**src/hdl/palette_color_dedupe_macros.svh**
```systemverilog
// assertion macros for the palette color dedupe block
`ifndef PALETTE_COLOR_DEDUPE_MACROS_SVH
`define PALETTE_COLOR_DEDUPE_MACROS_SVH

`ifndef ASSERT_OFF
`define PCD_ASSERT_IMP(label, ante, cons) \
    label: assert property (@(posedge clk) disable iff (!rst_n) (ante) |-> (cons)) \
        else $error("pcd check failed");
`define PCD_ASSERT_NXT(label, ante, cons) \
    label: assert property (@(posedge clk) disable iff (!rst_n) (ante) |=> (cons)) \
        else $error("pcd check failed");
`else
`define PCD_ASSERT_IMP(label, ante, cons)
`define PCD_ASSERT_NXT(label, ante, cons)
`endif

`endif

```
**src/hdl/pcd_pkg.sv**
```systemverilog
// shared types and constants for the palette color dedupe block
package pcd_pkg;

    localparam int CAPACITY_DEFAULT = 256;
    localparam int COLOR_W          = 24;
    localparam int SLOT_W           = 8;
    localparam int COUNT_W          = 9;

    typedef enum logic [1:0] {
        PCD_IDLE,
        PCD_SCAN,
        PCD_MISS,
        PCD_EMIT
    } pcd_state_t;

    typedef struct packed {
        logic [COLOR_W-1:0] color_out;
        logic               is_new;
        logic [SLOT_W-1:0]  slot;
        logic               table_full;
        logic [COUNT_W-1:0] distinct_count;
        logic               last_out;
    } pcd_result_t;

endpackage

```
**src/hdl/pcd_ctrl.sv**
```systemverilog
// scan sequencer: searches, appends misses until full, keeps the count
module pcd_ctrl #(
    parameter int CAPACITY = pcd_pkg::CAPACITY_DEFAULT,
    parameter int AW       = $clog2(CAPACITY),
    parameter int CW       = $clog2(CAPACITY + 1)
) (
    input  logic                        clk,
    input  logic                        rst_n,
    input  logic                        in_valid,
    output logic                        in_ready,
    input  logic [pcd_pkg::COLOR_W-1:0] in_color,
    input  logic                        in_last,
    output logic                        res_valid,
    input  logic                        res_ready,
    output pcd_pkg::pcd_result_t        res,
    output logic                        mem_we,
    output logic [AW-1:0]               mem_waddr,
    output logic [pcd_pkg::COLOR_W-1:0] mem_wdata,
    output logic [AW-1:0]               mem_raddr,
    input  logic [pcd_pkg::COLOR_W-1:0] mem_rdata
);
    import pcd_pkg::*;

    localparam logic [CW-1:0] CAP_COUNT = CW'(CAPACITY);

    pcd_state_t         state_reg, state_next;
    logic [COLOR_W-1:0] color_reg, color_next;
    logic               last_reg, last_next;
    logic [AW-1:0]      idx_reg, idx_next;
    logic [CW-1:0]      count_reg, count_next;
    pcd_result_t        res_reg, res_next;

    always_ff @(posedge clk or negedge rst_n)
    begin
        if (!rst_n)
        begin
            state_reg <= PCD_IDLE;
            count_reg <= '0;
        end
        else
        begin
            state_reg <= state_next;
            count_reg <= count_next;
        end
    end

    always_ff @(posedge clk)
    begin
        color_reg <= color_next;
        last_reg  <= last_next;
        idx_reg   <= idx_next;
        res_reg   <= res_next;
    end

    always_comb
    begin
        state_next = state_reg;
        color_next = color_reg;
        last_next  = last_reg;
        idx_next   = idx_reg;
        count_next = count_reg;
        res_next   = res_reg;
        in_ready   = 1'b0;
        res_valid  = 1'b0;
        mem_we     = 1'b0;
        mem_waddr  = AW'(count_reg);
        mem_wdata  = color_reg;
        mem_raddr  = AW'(idx_reg + 1'b1);

        unique case (state_reg)
            PCD_IDLE:
            begin
                in_ready  = 1'b1;
                mem_raddr = '0;
                if (in_valid)
                begin
                    color_next = in_color;
                    last_next  = in_last;
                    idx_next   = '0;
                    state_next = (count_reg == '0) ? PCD_MISS : PCD_SCAN;
                end
            end
            PCD_SCAN:
            begin
                if (mem_rdata == color_reg)
                begin
                    res_next.color_out      = color_reg;
                    res_next.is_new         = 1'b0;
                    res_next.slot           = SLOT_W'(idx_reg);
                    res_next.table_full     = 1'b0;
                    res_next.distinct_count = COUNT_W'(count_reg);
                    res_next.last_out       = last_reg;
                    state_next              = PCD_EMIT;
                end
                else if (CW'(idx_reg) + 1'b1 == count_reg)
                begin
                    state_next = PCD_MISS;
                end
                else
                begin
                    idx_next = AW'(idx_reg + 1'b1);
                end
            end
            PCD_MISS:
            begin
                res_next.color_out = color_reg;
                res_next.last_out  = last_reg;
                if (count_reg < CAP_COUNT)
                begin
                    mem_we                  = 1'b1;
                    res_next.is_new         = 1'b1;
                    res_next.slot           = SLOT_W'(count_reg);
                    res_next.table_full     = 1'b0;
                    res_next.distinct_count = COUNT_W'(CW'(count_reg + 1'b1));
                    count_next              = CW'(count_reg + 1'b1);
                end
                else
                begin
                    res_next.is_new         = 1'b0;
                    res_next.slot           = '0;
                    res_next.table_full     = 1'b1;
                    res_next.distinct_count = COUNT_W'(count_reg);
                end
                state_next = PCD_EMIT;
            end
            PCD_EMIT:
            begin
                res_valid = 1'b1;
                if (res_ready)
                begin
                    if (last_reg)
                    begin
                        count_next = '0;
                    end
                    state_next = PCD_IDLE;
                end
            end
            default:
            begin
                state_next = PCD_IDLE;
            end
        endcase
    end

    assign res = res_reg;

endmodule

```
**config.mk**
```make
export PLATFORM = sky130hd
export DESIGN_NAME = pcd_ctrl
export DESIGN_NICKNAME = d
export VERILOG_FILES = /design/src/hdl/palette_color_dedupe_macros.svh /design/src/hdl/pcd_pkg.sv /design/src/hdl/pcd_ctrl.sv
export SDC_FILE = /design/constraint.sdc
export NUM_CORES = 1
export LEC_CHECK = 0
export BUFFER_PORTS_ARGS = -buffer_cell sky130_fd_sc_hd__buf_2
export CORE_MARGIN = 1.5
export CORE_UTILIZATION = 45
export DETAILED_ROUTE_END_ITERATION = 10
export GPL_ROUTABILITY_DRIVEN = 0
export HOLD_SLACK_MARGIN = 0.02
export PLACE_DENSITY = 0.72
export SYNTH_ARGS = -nofsm -noshare
export SYNTH_HDL_FRONTEND = slang
export SYNTH_SLANG_ARGS = --single-unit
```
**constraint.sdc**
```tcl
create_clock -name clk -period 5.3 [get_ports clk]
set_clock_uncertainty 0.2 [all_clocks]
set_input_delay 0 -clock clk [delete_from_list [all_inputs] [get_ports clk]]
set_output_delay 0 -clock clk [all_outputs]
set_load 0.1 [all_outputs]
```
Word-level counts from Yosys, hierarchy flattened
Index checks and enable logic that the tools add are counted.
Widths: inputs -> output; s select.

operators by class
  add/sub/neg operators = 3
  magnitude comparators = 1
  equality and inequality tests = 13
  muxes and demuxes = 22
  reductions and logical operators = 10

operators with widths
  cell                 count
  $pmux 44 s2          1
  $mux 44              1
  $mux 8               4
  $mux 9               3
  $eq 24x24->1         1
  $mux 19              1
  $pmux 9 s2           1
  $pmux 8 s2           1
  $ne 2x2->1 const B   7
  $mux 2               5
  $add 8x1->9 const B  1
  $add 9x1->9 const B  1
  $eq 9x9->1           1
  $logic_not 9->1      1
  $lt 9x9->1 const B   1
  $add 8x1->8 const B  1
  $pmux 2 s4           1
  $reduce_and 4->1     2
  $reduce_bool 2->1    3
  $eq 2x2->1 const B   2
  $mux 1               4
  $reduce_and 2->1     2
  $ne 3x3->1 const B   1
  $reduce_and 3->1     1
  2 further kinds      2

word-level totals
  flip-flop bits (word level) = 88
  input bits = 53
  output and inout port bits = 87
  word-level logic and storage cells = 60

Logic depth before layout (Yosys ltp)
Gate-level depths: netlist (run 1).

  depth in word-level cells = 5
  depth in mapped cells = 9
  mapped depth without buffers = 8

Least setup slack after synthesis (run 1)
Ideal clock, no wire load.

  path kind = register -> register
  start point = reg state_reg[0]
  end point = reg last_reg (enable)
  library setup time = 0.384 ns
  data arrival time = 2.355 ns
  required time = 4.716 ns
  path slack = 2.361 ns
  cell stages (with the launch flop) = 5
  buffers on the path = 1
  period minus slack after synthesis = 2.939 ns
  cells stage by stage = dfrtp_1 -> inv_1 -> ha_1 -> clkbuf_1 -> and2_1

on the way
  word-level cells in the longest chain between the ends = 2

RTL lines
  element                     line            text
  start, declared             pcd_ctrl.sv:26  pcd_state_t state_reg, state_next;
  start signal, assigned      pcd_ctrl.sv:42  state_reg <= state_next;
  $logic_not 2->1             pcd_ctrl.sv:70  unique case (state_reg)
  $reduce_and 2->1 (no line)  n/a
  end signal, assigned        pcd_ctrl.sv:50  last_reg <= last_next;
  end, declared               pcd_ctrl.sv:28  logic last_reg, last_next;

Every way passes these cells.
A chain may end at the register's enable or synchronous reset.

Worst setup path in the final report (run 1)
  start point = reg idx_reg[0]
  end point = reg idx_reg[6] (enable)

on the way
  word-level cells in the longest chain between the ends = 4

RTL lines
  element                     line            text
  start, declared             pcd_ctrl.sv:29  logic [AW-1:0] idx_reg, idx_next;
  start signal, assigned      pcd_ctrl.sv:51  idx_reg <= idx_next;
  $add 8x1->9                 pcd_ctrl.sv:95  else if (CW'(idx_reg) + 1'b1 == count_reg)
  $eq 9x9->1                  pcd_ctrl.sv:95
  $ne 2x2->1 (no line)        n/a
  $reduce_and 4->1 (no line)  n/a

Every way passes these cells.

==> impl_metrics.csv, run 1 <==
group,metric,value,unit
outcome,status,"complete, no violations",
yosys,synth_edf_count,77,
yosys,async_reset_ff_frac,0.125,
critical_path,critPathKind,"reg2reg",
clock_tree,clockBufferDepth,2,
detailed_routing,vias,2888,
die,io_pins,140,
sta,rsz0062_at_grt,"no",
clock_tree,cts_tree,"yes",
critical_path,reg2reg_slack,2.31,ns
final_layout,layout-drive-gt1-share,0.343,
sta,finalWorstSetupSlack,2.31,ns
sta,hold_violations,0,
detailed_routing,ant_nets,0,
sta,fmax,334,MHz
critical_path,cp.arrival,2.77,ns
sta,setup_viol,0,
grt,grtUsageTotal,0.190,
clock_tree,clockRootBuffer,"clkbuf_8",
place,io_buffers,139,
place,dpl.hpwl,6370,µm
clock_tree,numCtsBuffers,9,
die,die_h,99.7,µm
clock_tree,holdBufCountCts,29,
clock_tree,cts.sinks,88,
critical_path,cp.required,5.08,ns
sta,worst_pin_slew,1.19,ns
sta,tns,0,ns
place,place_area,4750,µm²
clock_tree,cts.clk_slew.worst_paths,0.09,ns
yosys,synth-seq-cells,88,
place,place_ws,2.36,ns
hold_path,hold_class,"in2reg",
clock_tree,postCtsSetupRepairBufs,0,
yosys,syn-cell-area,4210,µm²
die,die_width,99.7,µm
detailed_routing,post_drt_wl_per_cell,15.7,µm
yosys,syn_nets,395,
final_layout,area_growth,23.8,%
critical_path,cp_max_fo,8,
clock_tree,htreeDepth,3,
yosys,synth_ff_type,"edfxtp_1",
detailed_routing,viasPerCell,4.95,
clock_tree,cts_resized,0,
yosys,ys_warn_count,0,
sta,fin_crit,2.99,ns
yosys,syn_area_per_cell,12.6,µm²
yosys,ys_seq_area_frac,0.615,
detailed_routing,drc,0,
detailed_routing,routed_wl,9140,µm
final_layout,final_nets,529,
grt,antenna_found_initial,1,
detailed_routing,first_pass_iters,4,
sta,finalCritPeriodShare,0.565,
final_layout,n_antenna_cell,0,
sta,drv_slew,0,
grt,grt_pass1_vias,3022,
die,rows,35,
die,die_area,9950,µm²
final_layout,fin_area,5210,µm²
job,maxCapViolations,0,
clock_tree,clock_latency,0.35,ns
detailed_routing,drt_iter0_markers,118,
grt,grt_max_degree,45,
die,start_util,0.460,
grt,grt_pass1_wl,14600,µm
sta,max_slew_margin,0.205,
critical_path,cp-start-kind,"register",
final_layout,largest_reg_flops,44,
grt,grt-ovfl-total,0,
die,design.core.area,9150,µm²
critical_path,cp-end-kind,"register",
yosys,ys_types,43,
yosys,syn_inst,333,
-- routing by layer --
layer | track usage | share of wire
met1 | 0.226 | 0.42
met3 | 0.0618 | 0.077
met4 | 0.0715 | 0.017
met5 | 0 | 0.0013
met2 | 0.323 | 0.48
-- kinds of logic after synthesis --
| group | synth area share |
|---|---|
| adders and majority gates | 0.0267 |
| xor gates and xnor gates | 0.0990 |
| buffers and inverters | 0.0865 |
| and+or+nand+nor | 0.0999 |
| DFF | 0.615 |
| muxes | 0.0110 |
| AOI/OAI and AO/OA | 0.0624 |
-- cell type report --
cell class                      instances  area (µm²)
Clock buffer                           10         128
Multi-Input combinational cell        182        1260
Timing Repair Buffer                  168         986
Tap cell                              111         139
Inverter                               18        67.6
Fill cell                             733        3940
Sequential cell                        88        2590
Clock inverter                          6        45.0
-- critical path: stages (launching register included) --
cell and delay, ns:
edfxtp_1 0.52, ha_1 0.31, xnor2_1 0.34, xor2_1 0.11, nand4_1 0.13, nor4b_2 0.07
o21a_1 0.17, nor3_1 0.77
-- path summary, 6_finish.rpt --
check                                start      endpoint  depth (start not counted)
min in group asynchronous            rst_n  count_reg[5]                          3
worst max-delay path            idx_reg[0]    idx_reg[6]                          7
worst min-delay path              in_valid    idx_reg[0]                          3
max in group asynchronous            rst_n  state_reg[1]                          3
worst max register to register  idx_reg[0]    idx_reg[6]                          7
worst min register to register    last_reg        res[0]                          0
-- cell usage after synthesis (2+ instances only) --
| cell | number | share of area |
|---|---|---|
| o21ai_0 | 4 | 0.0048 |
| xor2_1 | 28 | 0.058 |
| mux2i_1 | 2 | 0.0048 |
| a22o_1 | 2 | 0.0042 |
| nor2_1 | 26 | 0.023 |
| nor4_1 | 7 | 0.010 |
| xnor2_1 | 17 | 0.035 |
| edfxtp_1 | 77 | 0.55 |
| and2_1 | 3 | 0.0045 |
| o22ai_1 | 7 | 0.010 |
| o21ai_1 | 9 | 0.011 |
| nor3_1 | 4 | 0.0048 |
| inv_1 | 16 | 0.014 |
| o21a_1 | 3 | 0.0053 |
| buf_4 | 32 | 0.057 |
| clkinv_1 | 2 | 0.0018 |
| buf_2 | 6 | 0.0071 |
| nand4_1 | 4 | 0.0059 |
| clkbuf_1 | 6 | 0.0053 |
| nand2_1 | 24 | 0.021 |
| dfrtp_1 | 11 | 0.065 |
| and3_1 | 4 | 0.0059 |
| ha_1 | 9 | 0.027 |
| o31ai_1 | 4 | 0.0071 |
| nand3_1 | 7 | 0.0083 |
| nor2b_1 | 2 | 0.0030 |
-- stage by stage --
step                      utilization  hold slack [ns]  instances
after detailed placement        0.519           -0.313        538
after CTS                       0.570           0.0870        583
final                           0.570            0.122        583
after global routing            0.570            0.131        583
after global placement          0.519           -0.311        538
after floorplan                     -           -0.496        333
-- layout by cell type, fill, tap and decap left out, types with 2 or more instances in the layout --
cell           count
clkinv_1           2
edfxtp_1          77
a22o_1             2
mux2i_1            2
o31ai_1            4
o21ai_1            9
clkinvlp_4         3
xnor2_1           17
inv_1             16
nand4_1            4
nor3_1             4
o22ai_1            7
o21a_1             3
xor2_1            28
nor4_1             7
clkbuf_8           9
nor2b_1            2
nand2_1           24
dfrtp_1           11
nand3_1            7
buf_2            139
ha_1               9
nor2_1            26
and3_1             4
dlygate4sd3_1     29
o21ai_0            4
and2_1             3
Power of run 1 is left out: the tool's default activity adds up to more than one toggle a clock period on the data nets, which glitch-free logic cannot reach.
==> run 2, diff against run 1 <==
Settings changed: ABC_AREA set to 1, PLACE_DENSITY 0.72 to 0.74.
Clock period 5.3 ns to 2.4 ns, I/O delays scaled along.
==> impl_metrics.csv, run 2 <==
group,metric,value,unit
final_layout,n_antenna_cell,0,
yosys,ys_seq_area_frac,0.572,
final_layout,layout-drive-gt1-share,0.288,
die,rows,36,
hold_path,min_path_cells,2,
grt,grtUsageTotal,0.206,
final_layout,area_growth,26.8,%
yosys,ys_warn_count,0,
detailed_routing,post_drt_wl_per_cell,14.0,µm
yosys,async_reset_ff_frac,0.125,
critical_path,cp-startpoint,"idx_reg[0]",
detailed_routing,drc,0,
critical_path,r2r_cells,12,
detailed_routing,routed_wl,10800,µm
critical_path,cp-start-kind,"register",
yosys,ys_top_cells_by_count,"nand2_1 (132), edfxtp_1 (77), inv_1 (66)",
critical_path,endpoint,"mem_raddr[7]",
grt,grt_pass1_wl,16200,µm
sta,fmax,446,MHz
critical_path,reg2reg_slack,0.17,ns
sta,drv_slew,0,
critical_path,cp_max_fo,5,
sta,worst_pin_slew,0.568,ns
die,io_pins,140,
detailed_routing,drt_iter0_markers,194,
outcome,status,"complete, no violations",
sta,finalWorstSetupSlack,0.158,ns
final_layout,layout_common_cells,"buf_2 (139), nand2_1 (132), edfxtp_1 (77)",
clock_tree,clockBufferDepth,2,
critical_path,timing.rr.start,"idx_reg[0]",
final_layout,finalNonFillerCells,773,
clock_tree,htreeDepth,3,
yosys,syn_nets,545,
final_layout,final_common_cell,"buf_2",
detailed_routing,first_pass_iters,5,
die,die_h,103,µm
yosys,netlist.area_leader.share,0.511,
clock_tree,cts.sinks,88,
clock_tree,numCtsBuffers,9,
detailed_routing,vias,3636,
die,die_area,10700,µm²
hold_path,hold_class,"in2reg",
critical_path,cp-end-kind,"primary output",
sta,hold_violations,0,
grt,grt-ovfl-total,0,
yosys,synthTopCellsByArea,"edfxtp_1 (51%), nand2_1 (11%), dfrtp_1 (6.1%)",
grt,antenna_found_initial,0,
grt,grt_max_degree,26,
critical_path,cp.required,2.20,ns
clock_tree,cts_tree,"yes",
die,die_width,103,µm
clock_tree,cts.clk_slew.worst_paths,0.09,ns
yosys,syn_inst,483,
place,dpl.hpwl,7840,µm
job,maxCapViolations,0,
yosys,ys_types,30,
yosys,synth_area_leader_cell,"edfxtp_1",
final_layout,largest_reg_flops,44,
critical_path,r2r-end,"idx_reg[6]",
yosys,syn_area_per_cell,9.36,µm²
sta,finalCritPeriodShare,0.934,
sta,setup_viol,0,
final_layout,nFillCells,852,
final_layout,final_nets,697,
detailed_routing,viasPerCell,4.70,
place,dp.cells,726,
die,design.core.area,9770,µm²
sta,max_slew_margin,0.621,
detailed_routing,ant_nets,0,
yosys,synth_edf_count,77,
critical_path,cp.arrival,2.04,ns
place,place_ws,0.155,ns
sta,fin_crit,2.24,ns
yosys,yosys.cell_count.top_type,"nand2_1",
place,io_buffers,139,
clock_tree,clockRootBuffer,"clkbuf_8",
clock_tree,clock_latency,0.37,ns
yosys,synth-seq-cells,88,
grt,grt_pass1_vias,3411,
yosys,synth_ff_type,"edfxtp_1",
die,start_util,0.463,
sta,rsz0062_at_grt,"no",
critical_path,critPathKind,"reg2out",
yosys,syn-cell-area,4520,µm²
==> run 2: cell count changes after synthesis, sizes merged, moves of 9 or more <==
cell / delta
xnor2: -10
xor2: -14
nand2: +116
inv: +53
nand3: +9
nor2: +31
==> run 2: cell type report <==
| class | count | area, µm² | share of cell area |
|---|---|---|---|
| inverter | 70 | 268 | 0.0467 |
| clock buffer | 11 | 131 | 0.0229 |
| tap | 133 | 166 | 0.0290 |
| sequential | 88 | 2590 | 0.451 |
| timing repair buffer | 177 | 1070 | 0.187 |
| clock inverter | 5 | 57.6 | 0.0100 |
| multi-input combinational | 289 | 1450 | 0.253 |
==> run 2: worst min-delay path by stage <==
stage | start | end | slack (ns)
floorplan | rst_n | count_reg[0] | -0.50
global placement | rst_n | count_reg[5] | -0.31
detailed placement | rst_n | count_reg[5] | -0.31
CTS | in_color[1] | mem_wdata[1] | 0.12
global route | in_color[1] | mem_wdata[1] | 0.14
finish | in_color[22] | mem_wdata[22] | 0.14
==> run 2: metal layers <==
| metal | track usage | up-vias | routed length, µm |
|---|---|---|---|
| li1 | - | 1817 | - |
| met1 | 0.272 | 1668 | 4810 |
| met2 | 0.323 | 126 | 5080 |
| met3 | 0.0397 | 25 | 606 |
| met4 | 0.112 | 0 | 293 |
| met5 | 0 | - | 0 |
==> run 2: per-stage QoR <==
| step | instance area (µm²) | hold WS, ns | util | setup TNS (ns) |
|---|---|---|---|---|
| 2_1_floorplan | 4550 | -0.496 | - | -1.81 |
| 3_3_place_gp | 5220 | -0.315 | 0.534 | 0 |
| 3_5_place_dp | 5220 | -0.312 | 0.534 | 0 |
| 4_1_cts | 5710 | 0.122 | 0.584 | 0 |
| 5_1_grt | 5740 | 0.138 | 0.587 | 0 |
| 6_report | 5740 | 0.137 | 0.587 | 0 |
==> run 2: kinds of logic (layout without fill, tap and decap cells) <==
kind of cell / Yosys count / after routing / share of synthesized area
adders and majority gates: 9 / 9 / 0.0249
xor gates and xnor gates: 21 / 21 / 0.0407
and+or+nand+nor: 224 / 224 / 0.204
DFF: 88 / 88 / 0.572
AOI/OAI and AO/OA: 35 / 35 / 0.0429
buffers and inverters: 106 / 263 / 0.115
==> run 2: critical path, stage by stage, from the launching register on <==
cell,delay (ns)
edfxtp_1,0.46
buf_4,0.19
nand3_2,0.11
clkinv_2,0.10
nand3_1,0.09
and2_1,0.15
inv_1,0.07
nor2_1,0.08
buf_2,0.42
==> run 2: repair_timing <==
action / in CTS / in global routing
gates resized for setup: 0 / 5
buffers inserted: 0 / 1
endpoints found under the hold margin: 47 / 0
endpoints found under the setup margin: 0 / 10
hold buffers: 30 / 0
Power of run 2 is left out for the same reason.
